File: config.mk
export PLATFORM = sky130hd
export DESIGN_NAME = kvi_pos_lane
export DESIGN_NICKNAME = d
export VERILOG_FILES = /design/src/design/kvi_pos_lane.sv
export SDC_FILE = /design/constraint.sdc
export NUM_CORES = 2
export LEC_CHECK = 0
export BUFFER_PORTS_ARGS = -buffer_cell sky130_fd_sc_hd__buf_2
export CORE_ASPECT_RATIO = 0.9
export CORE_UTILIZATION = 50
export CTS_CLUSTER_DIAMETER = 60
export CTS_CLUSTER_SIZE = 12
export DETAILED_ROUTE_END_ITERATION = 8
export GPL_TIMING_DRIVEN = 0
export HOLD_SLACK_MARGIN = 0.02
export PLACE_DENSITY = 0.66
export SYNTH_ARGS = -nofsm -noshare
export SYNTH_HDL_FRONTEND = slang
export SYNTH_SLANG_ARGS = --single-unit
File: constraint.sdc
create_clock -name clk_i -period 11.4 [get_ports clk_i]
set_clock_uncertainty 0.2 [all_clocks]
set_input_delay 0.57 -clock clk_i [delete_from_list [all_inputs] [get_ports clk_i]]
set_output_delay 0.57 -clock clk_i [all_outputs]
set_load 0.02 [all_outputs]
File: src/design/kvi_pos_lane.sv
// One position axis: blend, scale by Q8.8 gain in split partial products, round, saturate.
module kvi_pos_lane (
  input  logic        clk_i,
  input  logic [23:0] a_i,
  input  logic [23:0] b_i,
  input  logic [16:0] t_i,
  input  logic [15:0] gain_i,
  output logic [23:0] res_o
);

  logic signed [24:0] diff;
  logic [42:0]        mix_full;
  logic [57:0]        sum5;
  logic [33:0]        shf5;

  logic [23:0]        a2_q;
  logic signed [42:0] prod2_q;
  logic [39:0]        mix3_q;
  logic signed [40:0] hi4_q;
  logic [31:0]        lo4_q;
  logic [23:0]        res5_q;

  assign diff     = $signed({b_i[23], b_i}) - $signed({a_i[23], a_i});
  // blended value stays between a and b, so 40 bits hold it
  assign mix_full = {{3{a2_q[23]}}, a2_q, 16'h0} + prod2_q;
  assign sum5     = {hi4_q[40], hi4_q, 16'h0} + {26'h0, lo4_q} + 58'h800000;
  assign shf5     = sum5[57:24];

  always_ff @(posedge clk_i) begin
    a2_q    <= a_i;
    prod2_q <= $signed({1'b0, t_i}) * diff;
    mix3_q  <= mix_full[39:0];
    hi4_q   <= $signed(mix3_q[39:16]) * $signed({1'b0, gain_i});
    lo4_q   <= mix3_q[15:0] * gain_i;
    if (shf5[33:23] == {11{shf5[23]}}) begin
      res5_q <= shf5[23:0];
    end else if (shf5[33]) begin
      res5_q <= 24'h800000;
    end else begin
      res5_q <= 24'h7FFFFF;
    end
  end

  assign res_o = res5_q;

endmodule

# After elaboration in Yosys (flattened, before gate mapping)
# Index checks and enable logic that the tools add are counted.
[word_totals]
out_inout_bits = 24
elab_cells = 16
inputBits = 82
ff_bits = 201
[op_classes]
n_addsub = 4
muxes = 2
n_mul = 3
n_eq_ne = 1
[ops]
columns = ["op", "count"]
rows = [
  ["adder 57 x 33 -> 58 bit", 1],
  ["adder 58 x 24 -> 58 bit (second input constant)", 1],
  ["2-to-1 mux 24 bit", 2],
  ["multiplier 24 x 17 -> 41 bit", 1],
  ["adder 40 bit", 1],
  ["multiplier 18 x 25 -> 40 bit", 1],
  ["multiplier 16 x 16 -> 32 bit", 1],
  ["subtractor 24 x 24 -> 25 bit", 1],
  ["equality test 10 bit", 1],
]

# Longest topological paths before layout
[logic_depth]
depth_word = 4
depth_mapped = 37
ltp_nobuf = 36

# Worst setup path before layout
# OpenSTA, ideal clock, no wires.
[synth_timing]
path_type = "in2reg"
from = "input b_i[0]"
to = "register prod2_q[39]"
cell_stages = 35
path_buffers = 1
required_time_ns = 11.077
path_slack_ns = 2.930
t_arrival_ns = 8.147
setup_ns = 0.123
path_cell_list = "inv_1 ha_1 fa_1 nor2b_1 o31a_1 o31ai_1 nand3_1 a21oi_1 o31ai_1 a21o_1 a21oi_1 xnor2_1 clkbuf_1 and2_1 fa_1 inv_1 fa_1 fa_1 inv_1 fa_1 fa_1 inv_1 fa_1 inv_1 ha_1 and3_1 a32o_1 o21ai_0 o21ai_1 and3_1 a41oi_1 nor2_1 nor4b_1 o31ai_1 xnor2_1"
[synth_via]
elab_chain_len = 2
[synth_rtl]
columns = ["item", "line", "rtl"]
rows = [
  ["start: declaration", "5", "input logic [23:0] b_i,"],
  ["subtractor 24 x 24 -> 25 bit", "23", "assign diff = $signed({b_i[23], b_i}) - $signed({a_i[23], a_i});"],
  ["multiplier 18 x 25 -> 40 bit", "31", "prod2_q <= $signed({1'b0, t_i}) * diff;"],
  ["end signal: assignment", "31", ""],
  ["end: declaration", "17", "logic signed [42:0] prod2_q;"],
]
# Every way passes these cells.

# Final worst setup path
[layout_timing]
from = "input a_i[2]"
to = "register prod2_q[39]"
[layout_via]
elab_chain_len = 2
[layout_rtl]
columns = ["item", "line", "rtl"]
rows = [
  ["start: declaration", "4", "input logic [23:0] a_i,"],
  ["subtractor 24 x 24 -> 25 bit", "23", ""],
  ["multiplier 18 x 25 -> 40 bit", "31", ""],
]
# Every way passes these cells.

==> reports/results.ini <==
[worst_setup_path]
start_kind = input pin
critPathCaptureType = register
critPathSlowestCell = xor2_1
crit_start = a_i[2]
worst-path-buf-inv = 7
crit_top_cell = fa_1
cp.required_ps = 11570
cp_max_fo = 10
r2r-start = mix3_q[13]$_DFF_P_
path_delay_family = adder cells
critical_path_class = in -> reg
slowest_delay_ps = 820
worstPathArrival_ps = 10830

[route]
dr_wl_met3_um = 10950
drt_wl_total_um = 115900
viasPerCell = 5.173
dr_wl_met2_um = 51900
vias = 31250
remaining_drc_errors = 0
drt_iter0_drc = 2087
dr.pass1.iters = 7
dr.max_layer_used = met5
wl_per_cell_um = 19.19
postRouteAntennaNets = 0
wl_met1_um = 49080

[status]
status = finished clean

[synthesis]
synth-edff-count = 0
ys_types = 84
synth_flop_cell = dfxtp_1
seq_area_frac_synth_pct = 8.523
yosys_register_bits = 185
synth_nets = 6191
synth_warnings = 0
ys_async_sr_fraction_pct = 0
syn_area_per_cell_um2 = 9.119
syn_inst = 4765
mappedNetlistArea_um2 = 43450

[final_layout]
fillers = 8046
finish.instance_area_um2 = 46020
multi_input_comb_area_um2 = 34670
regArea_um2 = 3704
nets = 6307
area_growth_pct = 5.908
drive_gt1_share_pct = 2.881

[floorplanning]
ios = 106
die-area_um2 = 88090
initial_core_util_pct = 50.52
die_w_um = 312.8
die_h_um = 281.7
rows = 102
core_um2 = 86020

[timing]
slew_headroom_pct = 24.11
hold_viol = 0
hold_slack_ps = 51.88
period_minus_slack_ps = 10660
slew_violations = 0
tns_ps = 0
rsz0062_at_grt = false
max_freq_mhz = 93.81
setup_viol = 0
tightest_slew_ps = 1138
fin_crit_sh_pct = 93.51

[clock_network]
cts_buffers = 17
path_clk_slew_ps = 80
clock-root-buffer = clkbuf_16
clock_path_buffers = 2
h-tree-depth = 4
clk_latency_ps = 500
cts.sinks = 185
tritoncts = built

[hold_path]
min_from = a_i[15]
hp-class = in -> reg

[global_routing]
grt_pass1_wl_um = 185900
grtUsageTotal_pct = 27.68
antenna_found_initial = 3
grt_pass1_vias = 33420
grt_remaining_overflow = 0
grt_max_degree = 21

[placement]
dp_hpwl_um = 98960
gp_congestion = 0.9668
placed_cell_area_um2 = 45330
portBuffers = 88

[flow_run]
maxCapViolCount = 0

==> worst paths after layout <==
| check | to | slack (ps) | cells after the start |
|---|---|---|---|
| worst max register to register | lo4_q[31]$_DFF_P_ | 3290 | 24 |
| worst max-delay path | prod2_q[39]$_DFF_P_ | 740 | 34 |
| worst min-delay path | a2_q[15]$_DFF_P_ | 50 | 1 |
| worst min register to register | mix3_q[14]$_DFF_P_ | 120 | 0 |
==> through the flow <==
step           utilization [%]  setup slack (ps)  instances
6_report                 53.50             740.0       6040
5_1_grt                  53.50             245.8       6038
4_1_cts                  53.50             825.0       6038
3_5_place_dp             52.69             600.2       5997
3_3_place_gp             52.69             572.7       5997
2_1_floorplan                -              2930       4765
==> synth_stat cells, drive strengths merged, types with 5 or more instances <==
library cell	number	area (µm²)
a211oi	5	37.54
and4	5	43.79
a21o	44	330.3
nor2	87	326.6
xnor2	114	998.5
inv	1176	4414
nand4	16	115.1
o21bai	16	120.1
mux2i	25	250.2
o31ai	9	72.57
clkbuf	165	619.3
a31oi	12	105.1
dfxtp	185	3704
o21ai	73	369.1
and2	433	2709
xor2	43	376.6
fa	968	19380
ha	376	4705
nand2	655	2459
nor4	6	37.54
or3	10	67.56
o21a	29	217.7
buf	7	41.29
nor3	23	115.1
nor2b	46	287.8
nand3	22	115.1
and3	10	62.56
a21oi	106	549.3
nand2b	28	175.2
a21boi	7	52.55
==> routing by layer <==
layer,vias to the layer above,GRT usage (%)
met1,15610,36.87
met3,190,6.848
met5,-,0
met2,1188,44.27
met4,4,9.181
li1,14260,-
==> worst reg2reg max path: stages, from the launching register on <==
cell       delay, ps
dfxtp_1          520
clkbuf_1         630
nand2_1          180
fa_1             570
inv_1             50
fa_1             530
inv_1             50
fa_1             490
inv_1             50
fa_1             540
inv_1             50
fa_1             490
inv_1             70
fa_1             380
ha_1             350
a21oi_1          260
inv_1             60
a2111oi_0        360
a21oi_1          290
o31ai_2          410
o21ai_1          260
a41o_1           350
nor4_1           200
nor3_1           120
xnor2_1          480
==> cell families (layout without fill, tap and decap cells) <==
family                     count (synthesis)  in the layout  share of synthesized area (%)
adders and majority gates               1344           1344                          55.42
and+or+nand+nor                         1353           1353                          15.21
xor gates and xnor gates                 158            158                          3.216
other                                      0              2                              0
DFF                                      185            185                          8.523
muxes                                     25             25                         0.5759
buffers and inverters                   1349           1478                          11.69
AOI/OAI and AO/OA                        351            351                          5.367
==> cell usage in the layout (no fill, tap or decap), types with 21 or more instances in the layout <==
cell | netlist | layout
nor2b_1 | 46 | 46
xnor2_1 | 114 | 114
and2_1 | 433 | 433
clkbuf_1 | 165 | 165
nor2_1 | 87 | 87
a21oi_1 | 103 | 103
fa_1 | 968 | 968
dfxtp_1 | 185 | 185
nand2b_1 | 28 | 28
inv_1 | 1176 | 1176
buf_2 | 0 | 88
nor3_1 | 23 | 23
xor2_1 | 43 | 43
nand2_1 | 655 | 655
o21a_1 | 29 | 29
o21ai_0 | 58 | 58
nand3_1 | 21 | 21
a21o_1 | 44 | 44
ha_1 | 376 | 376
mux2i_1 | 25 | 25
==> repair_timing <==
action                     CTS  global route
setup endpoints to repair    0             0
hold buffers                 9             0
setup buffers                0             0
hold endpoints to repair     9             0
resized for setup            0             0
==> state kept, by name (all words and copies together), names as in the netlist <==
register	flops
lo4_q	16
res_o	24
a2_q	24
hi4_q	41
mix3_q	40
prod2_q	40
==> final cells by class <==
cell class | count | share of cell area [%]
multi-input cells | 3231 | 75.34
inverters | 1177 | 9.600
flip-flops and latches | 185 | 8.047
well taps | 1144 | 3.110
plain buffers | 172 | 1.435
repair buffers | 97 | 1.153
clock buffers | 17 | 0.9244
clock inverters | 15 | 0.3806
diodes | 2 | 0.01087
Power is left out: the tool's default activity adds up to more than one toggle a clock period on the data nets, which glitch-free logic cannot reach.
