--- src/design/kvi_pkg.sv ---
// Shared types, constants and the fixed normal table for the keyframe vertex interpolator.
package kvi_pkg;

  localparam int unsigned KVI_NORMAL_COUNT = 162;
  localparam int unsigned NRM_TABLE_LEN    = 162;

  localparam int unsigned CFG_IDX_W  = 3;
  localparam int unsigned CFG_DATA_W = 17;

  localparam logic [CFG_IDX_W-1:0] CFG_SCALE_X     = 3'd0;
  localparam logic [CFG_IDX_W-1:0] CFG_SCALE_OUT_Y = 3'd1;
  localparam logic [CFG_IDX_W-1:0] CFG_SCALE_OUT_Z = 3'd2;
  localparam logic [CFG_IDX_W-1:0] CFG_U_OFFSET    = 3'd3;
  localparam logic [CFG_IDX_W-1:0] CFG_V_OFFSET    = 3'd4;
  localparam logic [CFG_IDX_W-1:0] CFG_U_GAIN      = 3'd5;
  localparam logic [CFG_IDX_W-1:0] CFG_V_GAIN      = 3'd6;

  // element 0 is x, 1 is y, 2 is z; each Q1.14
  typedef logic [0:2][15:0] nrm_vec_t;

  localparam logic signed [15:0] N0   = 16'sd0;
  localparam logic signed [15:0] N100 = 16'sd16384;
  localparam logic signed [15:0] N525 = 16'sd8614;
  localparam logic signed [15:0] N850 = 16'sd13937;
  localparam logic signed [15:0] N442 = 16'sd7256;
  localparam logic signed [15:0] N238 = 16'sd3913;
  localparam logic signed [15:0] N864 = 16'sd14159;
  localparam logic signed [15:0] N295 = 16'sd4837;
  localparam logic signed [15:0] N955 = 16'sd15654;
  localparam logic signed [15:0] N309 = 16'sd5063;
  localparam logic signed [15:0] N500 = 16'sd8192;
  localparam logic signed [15:0] N809 = 16'sd13255;
  localparam logic signed [15:0] N162 = 16'sd2662;
  localparam logic signed [15:0] N262 = 16'sd4307;
  localparam logic signed [15:0] N951 = 16'sd15582;
  localparam logic signed [15:0] N147 = 16'sd2419;
  localparam logic signed [15:0] N716 = 16'sd11740;
  localparam logic signed [15:0] N681 = 16'sd11169;
  localparam logic signed [15:0] N587 = 16'sd9630;
  localparam logic signed [15:0] N425 = 16'sd6969;
  localparam logic signed [15:0] N688 = 16'sd11275;

  localparam nrm_vec_t NRM_TABLE [NRM_TABLE_LEN] = '{
    '{-N525,N0,N850},'{-N442,N238,N864},'{-N295,N0,N955},'{-N309,N500,N809},
    '{-N162,N262,N951},'{N0,N0,N100},'{N0,N850,N525},'{-N147,N716,N681},
    '{N147,N716,N681},'{N0,N525,N850},'{N309,N500,N809},'{N525,N0,N850},
    '{N295,N0,N955},'{N442,N238,N864},'{N162,N262,N951},'{-N681,N147,N716},
    '{-N809,N309,N500},'{-N587,N425,N688},'{-N850,N525,N0},'{-N864,N442,N238},
    '{-N716,N681,N147},'{-N688,N587,N425},'{-N500,N809,N309},'{-N238,N864,N442},
    '{-N425,N688,N587},'{-N716,N681,-N147},'{-N500,N809,-N309},'{-N525,N850,N0},
    '{N0,N850,-N525},'{-N238,N864,-N442},'{N0,N955,-N295},'{-N262,N951,-N162},
    '{N0,N100,N0},'{N0,N955,N295},'{-N262,N951,N162},'{N238,N864,N442},
    '{N262,N951,N162},'{N500,N809,N309},'{N238,N864,-N442},'{N262,N951,-N162},
    '{N500,N809,-N309},'{N850,N525,N0},'{N716,N681,N147},'{N716,N681,-N147},
    '{N525,N850,N0},'{N425,N688,N587},'{N864,N442,N238},'{N688,N587,N425},
    '{N809,N309,N500},'{N681,N147,N716},'{N587,N425,N688},'{N955,N295,N0},
    '{N100,N0,N0},'{N951,N162,N262},'{N850,-N525,N0},'{N955,-N295,N0},
    '{N864,-N442,N238},'{N951,-N162,N262},'{N809,-N309,N500},'{N681,-N147,N716},
    '{N850,N0,N525},'{N864,N442,-N238},'{N809,N309,-N500},'{N951,N162,-N262},
    '{N525,N0,-N850},'{N681,N147,-N716},'{N681,-N147,-N716},'{N850,N0,-N525},
    '{N809,-N309,-N500},'{N864,-N442,-N238},'{N951,-N162,-N262},'{N147,N716,-N681},
    '{N309,N500,-N809},'{N425,N688,-N587},'{N442,N238,-N864},'{N587,N425,-N688},
    '{N688,N587,-N425},'{-N147,N716,-N681},'{-N309,N500,-N809},'{N0,N525,-N850},
    '{-N525,N0,-N850},'{-N442,N238,-N864},'{-N295,N0,-N955},'{-N162,N262,-N951},
    '{N0,N0,-N100},'{N295,N0,-N955},'{N162,N262,-N951},'{-N442,-N238,-N864},
    '{-N309,-N500,-N809},'{-N162,-N262,-N951},'{N0,-N850,-N525},'{-N147,-N716,-N681},
    '{N147,-N716,-N681},'{N0,-N525,-N850},'{N309,-N500,-N809},'{N442,-N238,-N864},
    '{N162,-N262,-N951},'{N238,-N864,-N442},'{N500,-N809,-N309},'{N425,-N688,-N587},
    '{N716,-N681,-N147},'{N688,-N587,-N425},'{N587,-N425,-N688},'{N0,-N955,-N295},
    '{N0,-N100,N0},'{N262,-N951,-N162},'{N0,-N850,N525},'{N0,-N955,N295},
    '{N238,-N864,N442},'{N262,-N951,N162},'{N500,-N809,N309},'{N716,-N681,N147},
    '{N525,-N850,N0},'{-N238,-N864,-N442},'{-N500,-N809,-N309},'{-N262,-N951,-N162},
    '{-N850,-N525,N0},'{-N716,-N681,-N147},'{-N716,-N681,N147},'{-N525,-N850,N0},
    '{-N500,-N809,N309},'{-N238,-N864,N442},'{-N262,-N951,N162},'{-N864,-N442,N238},
    '{-N809,-N309,N500},'{-N688,-N587,N425},'{-N681,-N147,N716},'{-N442,-N238,N864},
    '{-N587,-N425,N688},'{-N309,-N500,N809},'{-N147,-N716,N681},'{-N425,-N688,N587},
    '{-N162,-N262,N951},'{N442,-N238,N864},'{N162,-N262,N951},'{N309,-N500,N809},
    '{N147,-N716,N681},'{N0,-N525,N850},'{N425,-N688,N587},'{N587,-N425,N688},
    '{N688,-N587,N425},'{-N955,N295,N0},'{-N951,N162,N262},'{-N100,N0,N0},
    '{-N850,N0,N525},'{-N955,-N295,N0},'{-N951,-N162,N262},'{-N809,N309,-N500},
    '{-N587,N425,-N688},'{-N681,N147,-N716},'{-N864,N442,-N238},'{-N951,N162,-N262},
    '{-N850,N0,-N525},'{-N681,-N147,-N716},'{-N809,-N309,-N500},'{-N864,-N442,-N238},
    '{-N951,-N162,-N262},'{-N688,N587,-N425},'{-N425,N688,-N587},'{-N425,-N688,-N587},
    '{-N587,-N425,-N688},'{-N688,-N587,-N425}
  };

  // entries past the standard set read as zero vectors
  function automatic nrm_vec_t nrm_fetch(logic [7:0] idx);
    nrm_vec_t v;
    v = '0;
    if (int'(idx) < int'(NRM_TABLE_LEN)) begin
      v = NRM_TABLE[idx];
    end
    return v;
  endfunction

endpackage

--- src/design/kvi_nrm_blend.sv ---
// Four-stage blend of two table normals by the blend factor.
module kvi_nrm_blend import kvi_pkg::*; (
  input  logic        clk_i,
  input  nrm_vec_t    na_i,
  input  nrm_vec_t    nb_i,
  input  logic [16:0] t_i,
  output nrm_vec_t    n_o
);

  logic [2:0][16:0]   dn;
  logic [2:0][34:0]   sum3;
  nrm_vec_t           na2_q;
  logic signed [34:0] prod2_q [3];
  nrm_vec_t           n3_q;
  nrm_vec_t           n4_q;
  nrm_vec_t           n5_q;

  always_comb begin
    for (int k = 0; k < 3; k++) begin
      dn[k]   = {nb_i[k][15], nb_i[k]} - {na_i[k][15], na_i[k]};
      // na*2^16 + t*dn, plus half an lsb, then floor by 2^16
      sum3[k] = {{3{na2_q[k][15]}}, na2_q[k], 16'h0} + prod2_q[k] + 35'h8000;
    end
  end

  always_ff @(posedge clk_i) begin
    na2_q <= na_i;
    for (int k = 0; k < 3; k++) begin
      prod2_q[k] <= $signed({1'b0, t_i}) * $signed(dn[k]);
      n3_q[k]    <= sum3[k][31:16];
    end
    n4_q <= n3_q;
    n5_q <= n4_q;
  end

  assign n_o = n5_q;

endmodule

--- config.mk ---
export PLATFORM = sky130hd
export DESIGN_NAME = kvi_nrm_blend
export DESIGN_NICKNAME = d
export VERILOG_FILES = /design/src/design/kvi_pkg.sv /design/src/design/kvi_nrm_blend.sv
export SDC_FILE = /design/constraint.sdc
export NUM_CORES = 2
export LEC_CHECK = 0
export BUFFER_PORTS_ARGS = -buffer_cell sky130_fd_sc_hd__buf_4
export CORE_MARGIN = 5
export CORE_UTILIZATION = 55
export DETAILED_ROUTE_END_ITERATION = 16
export PLACE_DENSITY_LB_ADDON = 0.05
export SLEW_MARGIN = 0
export SYNTH_ARGS = -nofsm -noshare
export SYNTH_HDL_FRONTEND = slang
export SYNTH_SLANG_ARGS = --single-unit
--- constraint.sdc ---
create_clock -name clk_i -period 8.4 [get_ports clk_i]
set_clock_uncertainty 0.15 [all_clocks]
set_input_delay 0.84 -clock clk_i [delete_from_list [all_inputs] [get_ports clk_i]]
set_output_delay 0.84 -clock clk_i [all_outputs]
set_load 0.02 [all_outputs]
; ---- Word-level counts from Yosys, hierarchy flattened
; Memories as Yosys holds them, arrays and structs flattened.
; Cells that the tools add are included.
[totals]
reg_bits = 192
ramBits = 105
input_bits = 114
wordCells = 25
memories = 1
[mem_list]
columns = memory, words, word_bits, rd, rd_ports_with_merged_regs, wr, line_no
row1 = prod2_q, 3, 35, 3, 0, 3, kvi_nrm_blend.sv:13  ; logic signed [34:0] prod2_q [3];
[classes]
addsub = 9
multipliers = 3
[ops]
columns = cell, count
row1 = $mul 18x17->35, 3
row2 = $add 32x16->32 const B, 3
row3 = $add 32x32->32, 3
row4 = $sub 16x16->17, 3

; ---- Logic depth before layout (Yosys ltp)
[depth]
depth_word = 2
mapped_depth = 35
mapped_depth_nobuf = 34

; ---- Worst setup path before layout
; No wires, ideal clock.
[synth_path]
path_type = input to register
start = in nb_i[16] in the netlist's numbering
end = mem prod2_q[1][29], in the netlist prod2_q[0][64]
arrival_ns = 7.886
t_required_ns = 8.127
slack_ns = 0.240
path_stages = 30
path_cell_list = inv_1 -> ha_1 -> fa_1 -> nor2b_1 -> o21a_1 -> o21ai_0 -> a21boi_0 -> a21oi_1 -> xnor2_1 -> clkbuf_1 -> nand2_1 -> fa_1 -> inv_1 -> fa_1 -> inv_1 -> fa_1 -> inv_1 -> fa_1 -> fa_1 -> fa_1 -> ha_1 -> a21o_1 -> a21o_1 -> a211oi_1 -> o21ai_0 -> a211oi_1 -> a211oi_1 -> nor3_1 -> o21bai_1 -> xor2_1
[synth_lines]
columns = element, line_no
row1 = start: declaration, kvi_nrm_blend.sv:5  ; input nrm_vec_t nb_i,
row2 = end: declaration, kvi_nrm_blend.sv:13

==> impl_metrics.env <==
export IMPL_outcome="finished, final reports clean"
export IMPL_h_tree_depth=1
export IMPL_die_area_um2=70810
export IMPL_wl_per_cell_um=16.48
export IMPL_synth_top_area_share_pct=37.46
export IMPL_synth_net_count=5112
export IMPL_cp_slowest_stage_delay_ns=0.53
export IMPL_finalMaxSlewViolations=0
export IMPL_crit_required_ns=8.74
export IMPL_pin_count=162
export IMPL_syn_avg_cell_area_um2=9.221
export IMPL_start_kind="primary input"
export IMPL_detail_route_first_pass_iterations=6
export IMPL_synth_cells=3912
export IMPL_routed_wirelength_um=82830
export IMPL_post_cts_setup_buffers=0
export IMPL_period_minus_slack_ns=7.940
export IMPL_cp_common_cell="fa_1"
export IMPL_drt_iter0_markers=985
export IMPL_ys_types=70
export IMPL_ys_seq_area_share_pct=13.49
export IMPL_max_cap_violations=0
export IMPL_arrival_ns=8.28
export IMPL_vias=25396
export IMPL_grt_pass1_vias=27575
export IMPL_fp_coreArea_um2=64700
export IMPL_grt_max_degree=52
export IMPL_grt_overflow_total=0
export IMPL_cp_slowest_cell="fa_1"
export IMPL_drc=0
export IMPL_antenna_found_initial=2
export IMPL_dieWidth_um=266.1
export IMPL_cp_end_kind="flop"
export IMPL_ys_warn_count=0
export IMPL_synth_area_leader_cell="fa_1"
export IMPL_cts_hold_buf=0
export IMPL_finalHoldViolCount=0
export IMPL_fin_util_pct=62.44
export IMPL_cts_tree="yes"
export IMPL_synth_edf_count=0
export IMPL_ys_async_sr_fraction_pct=0
export IMPL_num_rows=93
export IMPL_start_util_pct=55.76
export IMPL_ant_nets=0
export IMPL_clk_insertion_delay_late_ns=0.57
export IMPL_fmax_mhz=126.0
export IMPL_finalSetupViolations=0
export IMPL_cp_max_fo=16
export IMPL_rsz0062_at_grt="false"
export IMPL_fin_crit_sh_pct=94.52
export IMPL_dp_hpwl_um=65190
export IMPL_clk_path_buf_depth=3
export IMPL_cts_root_buf="clkbuf_16"
export IMPL_layout_drive_gt1_share_pct=10.07
export IMPL_port_buffers=161
export IMPL_grt_usage_pct=24.24
export IMPL_worst_pin_slew_ns=0.8759
export IMPL_criticalPathCategory="primary input to flop"
export IMPL_whs_ns=0.1734
export IMPL_layout_commonest_cell="inv_1"
export IMPL_final_cell_mix="920 x inv_1, 675 x fa_1, 464 x nand2_1, 411 x ha_1, 334 x buf_4"
export IMPL_gp_routability_congestion=0.8482
export IMPL_maxSlewHeadroom_pct=41.32
export IMPL_hold_class="flop to flop"
export IMPL_die_h_um=266.1
export IMPL_cts_resized=0
export IMPL_synth_flop_cell="dfxtp_1"
export IMPL_cts_buffers=26
export IMPL_nets=5355
export IMPL_viasPerCell=5.053
export IMPL_netlist_area_um2=36070
export IMPL_yosys_register_bits=243
export IMPL_cts_sinks=243
export IMPL_synthTopCellsByArea="fa_1 37%, ha_1 14%, dfxtp_1 13%"
export IMPL_areaGrowthSynthToFinish_pct=11.98
export IMPL_clk_pin_slew_ns=0.06
export IMPL_grt_pass1_wl_um=139300
-- routing by layer --
layer	track usage, %	up-vias	share of wire (%)
met5	0	-	0
met4	5.913	0	2.5
met3	2.558	128	4.6
met2	43.59	521	51
met1	31.66	12629	42
li1	-	12118	-
-- logic make-up after synthesis --
| logic type | share of synthesized area, % |
|---|---|
| multiplexers | 0.02775 |
| flip-flops | 13.49 |
| XOR/XNOR | 3.184 |
| buffers and inverters | 10.99 |
| AO/OA/AOI/OAI | 5.005 |
| AND/OR/NAND/NOR | 15.59 |
| adder cells (fa/ha/maj) | 51.72 |
-- critical path: cells and delay by family --
family                   cells  cell delay, ns
AO/OA/AOI/OAI               11            2.37
XOR/XNOR                     2            0.28
adder cells (fa/ha/maj)      8            3.41
buffers and inverters        8            0.87
AND/OR/NAND/NOR              4            0.52
-- cell usage after synthesis (2+ instances only) --
| library cell | count |
|---|---|
| a221oi_1 | 3 |
| o31a_1 | 2 |
| inv_1 | 920 |
| o21ai_0 | 47 |
| ha_1 | 411 |
| a211oi_1 | 9 |
| nand2b_1 | 32 |
| nor3_1 | 35 |
| xnor2_1 | 99 |
| nand3b_1 | 3 |
| a31oi_1 | 6 |
| xnor3_1 | 2 |
| clkbuf_1 | 135 |
| a21o_1 | 31 |
| fa_1 | 675 |
| and3_1 | 15 |
| o21bai_1 | 9 |
| and4_1 | 2 |
| a311oi_1 | 3 |
| and2_1 | 299 |
| o31ai_1 | 7 |
| nand3_1 | 24 |
| a31o_2 | 2 |
| nor2b_1 | 119 |
| a21oi_2 | 4 |
| xor2_1 | 27 |
| nor2_1 | 111 |
| or2_2 | 9 |
| a211oi_2 | 2 |
| nand4_1 | 4 |
| a21oi_1 | 61 |
| a21boi_0 | 12 |
| o21a_1 | 25 |
| o211ai_1 | 4 |
| o41ai_1 | 3 |
| a41o_1 | 2 |
| a211o_1 | 3 |
| nand2_1 | 464 |
| o2111ai_1 | 4 |
| dfxtp_1 | 243 |
| or3_1 | 10 |
| nor3b_1 | 6 |
-- path summary, 6_finish.rpt --
check / start / cells past startpoint / endpoint / slack (ns)
max: na_i[17] / 33 / prod2_q[0][66] / 0.46
min: n3_q[10] / 0 / n4_q[10] / 0.17
max reg2reg: na2_q[0] / 11 / n3_q[14] / 5.16
min reg2reg: n3_q[10] / 0 / n4_q[10] / 0.17
-- metrics by stage --
stage	cell area, µm²	std cells	setup TNS (ns)	worst slack (ns)
6_report	40390	5026	0	0.4604
5_1_grt	40390	5025	0	0.003283
3_5_place_dp	39490	4982	-0.9472	-0.1626
4_1_cts	40380	5025	0	0.4091
2_1_floorplan	36070	3912	0	0.2403
3_3_place_gp	39490	4982	-0.1299	-0.04389
-- state kept, by name (all words and copies together), names as in the netlist --
| register | flops |
|---|---|
| n_o | 48 |
| prod2_q | 51 |
| n4_q | 48 |
| na2_q | 48 |
| n3_q | 48 |
-- final cells by class --
class | instances | area [µm²]
Antenna cell | 1 | 2.502
Clock buffer | 34 | 720.7
Clock inverter | 9 | 176.4
Fill cell | 5722 | 24300
Inverter | 920 | 3453
Multi-Input combinational cell | 2613 | 27260
Sequential cell | 243 | 4865
Tap cell | 855 | 1070
Timing Repair Buffer | 351 | 2848
Power is left out: the tool's default activity adds up to more than one toggle a clock period on the data nets, which glitch-free logic cannot reach.
